===== config.mk =====
export PLATFORM = sky130hd
export DESIGN_NAME = bwnu_ctrl
export DESIGN_NICKNAME = d
export VERILOG_FILES = /design/src/hw/rtl/bwnu_pkg.sv /design/src/hw/rtl/bwnu_ctrl.sv
export SDC_FILE = /design/constraint.sdc
export NUM_CORES = 1
export LEC_CHECK = 0
export BUFFER_PORTS_ARGS = -buffer_cell sky130_fd_sc_hd__buf_2
export CAP_MARGIN = 20
export CORE_UTILIZATION = 25
export CTS_CLUSTER_SIZE = 14
export DETAILED_ROUTE_END_ITERATION = 10
export PLACE_DENSITY_LB_ADDON = 0.2
export SYNTH_ARGS = -nofsm -noshare
export SYNTH_HDL_FRONTEND = slang
export SYNTH_SLANG_ARGS = --single-unit

===== constraint.sdc =====
create_clock -name clk -period 1.7 [get_ports clk]
set_clock_uncertainty 0.05 [all_clocks]
set_input_delay 0.085 -clock clk [delete_from_list [all_inputs] [get_ports clk]]
set_output_delay 0.085 -clock clk [all_outputs]
set_load 0.005 [all_outputs]

===== src/hw/rtl/bwnu_pkg.sv =====
`timescale 1ns / 1ps
// ----------------------------------------------------------------------------
// bwnu_pkg
// Shared types and constants of the bilinear wrap noise upsampler: field
// widths, operation and register codes, corner codes, controller commands.
// ----------------------------------------------------------------------------
package bwnu_pkg;

    localparam int ROW_W   = 6;   // fine grid coordinate
    localparam int VAL_W   = 16;  // sample and result fraction
    localparam int DIM_W   = 7;   // grid size registers
    localparam int K_W     = 3;   // wavelength_log2
    localparam int SPAN_W  = 8;   // lattice spacing, up to 128
    localparam int WT_W    = 15;  // product of two blend weights, up to 128*128
    localparam int CFG_IDX_W = 2;

    localparam logic OP_LOAD  = 1'b0;
    localparam logic OP_QUERY = 1'b1;

    localparam logic [CFG_IDX_W-1:0] REG_GRID_WIDTH      = 2'd0;
    localparam logic [CFG_IDX_W-1:0] REG_GRID_HEIGHT     = 2'd1;
    localparam logic [CFG_IDX_W-1:0] REG_WAVELENGTH_LOG2 = 2'd2;

    localparam logic [DIM_W-1:0] RST_GRID_WIDTH      = 7'd64;
    localparam logic [DIM_W-1:0] RST_GRID_HEIGHT     = 7'd64;
    localparam logic [K_W-1:0]   RST_WAVELENGTH_LOG2 = 3'd0;

    typedef logic [1:0] corner_t;

    // A (row0,col0), B (row0,col1), C (row1,col0), D (row1,col1)
    localparam corner_t CORNER_A = 2'd0;
    localparam corner_t CORNER_B = 2'd1;
    localparam corner_t CORNER_C = 2'd2;
    localparam corner_t CORNER_D = 2'd3;

    typedef struct packed {
        logic    capture;   // latch the incoming item, clear accumulator
        logic    write;     // store a load item if it lies in the grid and on the lattice
        logic    rd_en;     // read one corner sample and its weight
        corner_t corner;
        logic    mac_en;    // accumulate the previous corner
        logic    out_load;  // move the rounded result to the output register
    } cmd_t;

    typedef struct packed {
        logic out_range;    // held query lies outside the grid
    } status_t;

endpackage


===== src/hw/rtl/bwnu_ctrl.sv =====
`timescale 1ns / 1ps
// ----------------------------------------------------------------------------
// bwnu_ctrl
// Controller: one transaction at a time: a load's write, or a query's four
// corner reads, final accumulate and hand-off to the output register.
// ----------------------------------------------------------------------------
module bwnu_ctrl
    import bwnu_pkg::*;
(
    input  logic    clk,
    input  logic    rst_n,
    input  logic    in_valid,
    input  logic    operation,
    output logic    in_stall,
    input  logic    out_stall,
    output logic    out_valid,
    output cmd_t    cmd,
    input  status_t status
);

    typedef enum logic [4:0] {
        ST_IDLE   = 5'b00001,
        ST_WRITE  = 5'b00010,
        ST_READ   = 5'b00100,
        ST_MAC    = 5'b01000,
        ST_FINISH = 5'b10000
    } state_t;

    state_t  state_reg, state_next;
    corner_t cnt_reg, cnt_next;
    logic    out_valid_reg, out_valid_next;

    assign in_stall  = (state_reg != ST_IDLE);
    assign out_valid = out_valid_reg;

    always_comb
    begin
        state_next = state_reg;
        cnt_next   = cnt_reg;
        cmd        = '0;
        unique case (state_reg)
            ST_IDLE:
            begin
                if (in_valid)
                begin
                    cmd.capture = 1'b1;
                    cnt_next    = CORNER_A;
                    state_next  = (operation == OP_LOAD) ? ST_WRITE : ST_READ;
                end
            end
            ST_WRITE:
            begin
                cmd.write  = 1'b1;
                state_next = ST_IDLE;
            end
            ST_READ:
            begin
                if (status.out_range)
                begin
                    state_next = ST_FINISH;
                end
                else
                begin
                    cmd.rd_en  = 1'b1;
                    cmd.corner = cnt_reg;
                    // the sample read last cycle is ready to accumulate
                    cmd.mac_en = (cnt_reg != CORNER_A);
                    cnt_next   = cnt_reg + 2'd1;
                    if (cnt_reg == CORNER_D)
                    begin
                        state_next = ST_MAC;
                    end
                end
            end
            ST_MAC:
            begin
                cmd.mac_en = 1'b1;
                state_next = ST_FINISH;
            end
            ST_FINISH:
            begin
                // hold until the output register is free
                if (!out_valid_reg || !out_stall)
                begin
                    cmd.out_load = 1'b1;
                    state_next   = ST_IDLE;
                end
            end
            default:
            begin
                state_next = ST_IDLE;
            end
        endcase
    end

    always_comb
    begin
        priority if (cmd.out_load)
        begin
            out_valid_next = 1'b1;
        end
        else if (!out_stall)
        begin
            out_valid_next = 1'b0;
        end
        else
        begin
            out_valid_next = out_valid_reg;
        end
    end

    always_ff @(posedge clk or negedge rst_n)
    begin
        if (!rst_n)
        begin
            state_reg     <= ST_IDLE;
            cnt_reg       <= CORNER_A;
            out_valid_reg <= 1'b0;
        end
        else
        begin
            state_reg     <= state_next;
            cnt_reg       <= cnt_next;
            out_valid_reg <= out_valid_next;
        end
    end

endmodule


==> flow_summary.ini <==
[status]
status = finished, violations left
violations = negative setup slack

[power]
leakagePower_uw = 0.000400
ir_worst_vdd_v = 0.000558
cellPowerDensity_mw_per_mm2 = 1210
finalPower_uw = 957

[setup_path]
rr_startpoint = state_reg[3]$_DFFE_PN0P_
critical_path_depth = 5
worst-setup-path-type = reg -> out
crit_chain = buf_6, nor4_2, a21oi_1, nor4_1, buf_2
cp.arrival_ns = 1.58
slowest_delay_ns = 0.44
reg2reg_setup_slack_ns = 0.06
required_ns = 1.56
start_kind = flop
worstRegToRegCells = 6
crit_start = state_reg[3]$_DFFE_PN0P_
rr_endpoint = cnt_reg[0]$_DFFE_PN0P_
crit_fanout = 3
cp.buffers_inverters = 2
critPathSlowestCell = dfrtp_2
cp_top_family = simple AND/OR/NAND/NOR gates
cp-end-kind = output port
critPathCapture = cmd[1]

[place]
place_congestion = 0.742
place_area_um2 = 624
port_buffers = 14
dp_worst_setup_slack_ns = 0.128

[cells_and_area]
multiInputGateArea_um2 = 312
final_core_util = 0.391
layout_commonest_cell = buf_2
antenna_cells = 0
num-fill-cells = 218
seq_area_um2 = 205
final_cell_mix = buf_2 (14), buf_4 (12), nor2_1 (6)
layout-drive-gt1-share = 0.489
syn2layout_area_growth_pct = 44.0
final_area_um2 = 791
finalNetCount = 97
largest_register_ffs = 5

[logic_synthesis]
syn_inst = 58
yosys_warnings = 0
postSynthAreaPerCell_um2 = 9.47
ys_ff_latch = 8
synthXorXnorAreaFrac = 0.0319
synth_area_um2 = 549
synthAdderAreaFrac = 0.0456
synthSimpleGateAreaFrac = 0.253
synth_mux_area_frac = 0.0364
syn_nets = 66
seq_area_frac_synth = 0.367
synth.distinct_cells = 29
synth-compound-area-share = 0.146
synth_top_family_by_area = simple AND/OR/NAND/NOR gates

[grt]
grt_max_degree = 9
grt_pass1_wl_mm = 2.10
grt_usage = 0.120
grt_antenna_before_repair = 0
grt_pass1_vias = 451
grt_remaining_overflow = 0

[drt]
ant_nets = 0
wl_per_cell_um = 12.2
totalWireLength_mm = 1.41
viasPerCell = 4.83
drtIter0Drc = 20
post-route-drc-count = 0
dr.pass1.iters = 4
vias = 556

[sta]
finalCriticalPeriod_ns = 1.72
tns_ns = -0.0155
fmax_mhz = 583
postLayoutSetupSlackWorst_ns = -0.0155
finalSetupViolCount = 1
rsz0062_at_grt = yes
worstMarginPinSlew_ns = 0.310
slew-limit-headroom = 0.791
finalCritPeriodShare = 1.01
maxSlewViolCount = 0
finalHoldViolCount = 0

[clock_network]
cts.htree.levels = 1
clkLatencyLatePin_ns = 0.26
clockRootBuffer = clkbuf_4
cts.clk_slew.worst_paths_ns = 0.06
numCtsBuffers = 3
cts_tree = done
cts.sinks = 8
cts_buffer_depth = 2

[floorplan]
die_w_um = 48.9
dieArea_mm2 = 0.00239
ios = 15
die_h_um = 48.9
start_util = 0.272
rows = 16
core_area_mm2 = 0.00202

[flow_run]
maxCapViolations = 0

[worst_hold_path]
hp-class = in -> reg
## timing repair
| action | in CTS | in global routing |
|---|---|---|
| hold endpoints to repair | 9 | 0 |
| resized for setup | 7 | 3 |
| setup buffers | 4 | 7 |
| pin swaps | 2 | 4 |
| setup endpoints to repair | 3 | 4 |
| hold buffers | 2 | 0 |
## synthesized netlist by cell type
cell type / number / share of area
o21ai_0: 3 / 0.027
dfstp_2: 1 / 0.048
a21oi_1: 2 / 0.018
ha_1: 2 / 0.046
nand3_1: 1 / 0.0091
clkbuf_16: 1 / 0.046
nor4_1: 3 / 0.034
and2_1: 3 / 0.034
buf_6: 1 / 0.020
inv_1: 5 / 0.034
a221oi_1: 1 / 0.016
and3_4: 1 / 0.020
nor2_1: 7 / 0.048
xor2_1: 1 / 0.016
inv_2: 1 / 0.0068
or3_1: 1 / 0.011
mux2i_1: 2 / 0.036
buf_4: 1 / 0.014
nor3b_2: 1 / 0.023
o41ai_1: 1 / 0.016
xnor2_1: 1 / 0.016
dfrtp_1: 7 / 0.32
nor2_4: 1 / 0.020
and2_2: 1 / 0.014
and3_1: 1 / 0.011
nand2_1: 4 / 0.027
a32o_1: 2 / 0.036
a22o_1: 1 / 0.016
o32ai_1: 1 / 0.016
## through the flow
| step | hold slack, ns | instances |
|---|---|---|
| 2_1_floorplan | -0.261 | 58 |
| 3_5_place_dp | -0.117 | 98 |
| 6_report | 0.0217 | 115 |
| 5_1_grt | 0.0194 | 115 |
| 4_1_cts | 0.0128 | 108 |
| 3_3_place_gp | -0.113 | 98 |
## worst min path at each step
stage                        start                        to  cells past startpoint
final                     in_valid  state_reg[0]$_DFFE_PN1P_                      2
after detailed placement     rst_n     out_valid$_DFFE_PN0P_                      1
after floorplan              rst_n    cnt_reg[0]$_DFFE_PN0P_                      0
after global placement       rst_n     out_valid$_DFFE_PN0P_                      1
after CTS                 in_valid  state_reg[0]$_DFFE_PN1P_                      2
after global routing      in_valid  state_reg[0]$_DFFE_PN1P_                      2
## kinds of logic after synthesis
logic type,after synthesis
and+or+nand+nor,24
AOI/OAI and AO/OA,11
buffers and inverters,9
DFF,8
xor gates and xnor gates,2
muxes,2
adders and majority gates,2
## worst reg2reg max path, stage by stage (launching register included)
cell and delay (ns):
dfrtp_2 0.44, buf_4 0.16, nor2_4 0.11, and3_4 0.21, inv_2 0.05, or3_1 0.30, a32o_1 0.22
## cell type report
class                      instances  area share
multi-input combinational         41       0.394
sequential                         8       0.259
timing repair buffer              29       0.242
tap                               27      0.0427
clock buffer                       4      0.0332
inverter                           6      0.0285
## per-layer routing
| metal | global-route usage | part of all wire | vias up |
|---|---|---|---|
| li1 | - | - | 260 |
| met3 | 0.0467 | 0.072 | 4 |
| met4 | 0.0588 | 0.014 | 0 |
| met2 | 0.185 | 0.49 | 26 |
| met5 | 0 | 0 | - |
| met1 | 0.143 | 0.43 | 266 |
## power breakdown
group / internal, uW / total, uW / switching [uW]
combinational: 271 / 492 / 221
sequential: 244 / 304 / 59.7
clock: 90.2 / 161 / 71.0
total: 606 / 957 / 352
Power figures use the tool's default switching activity.
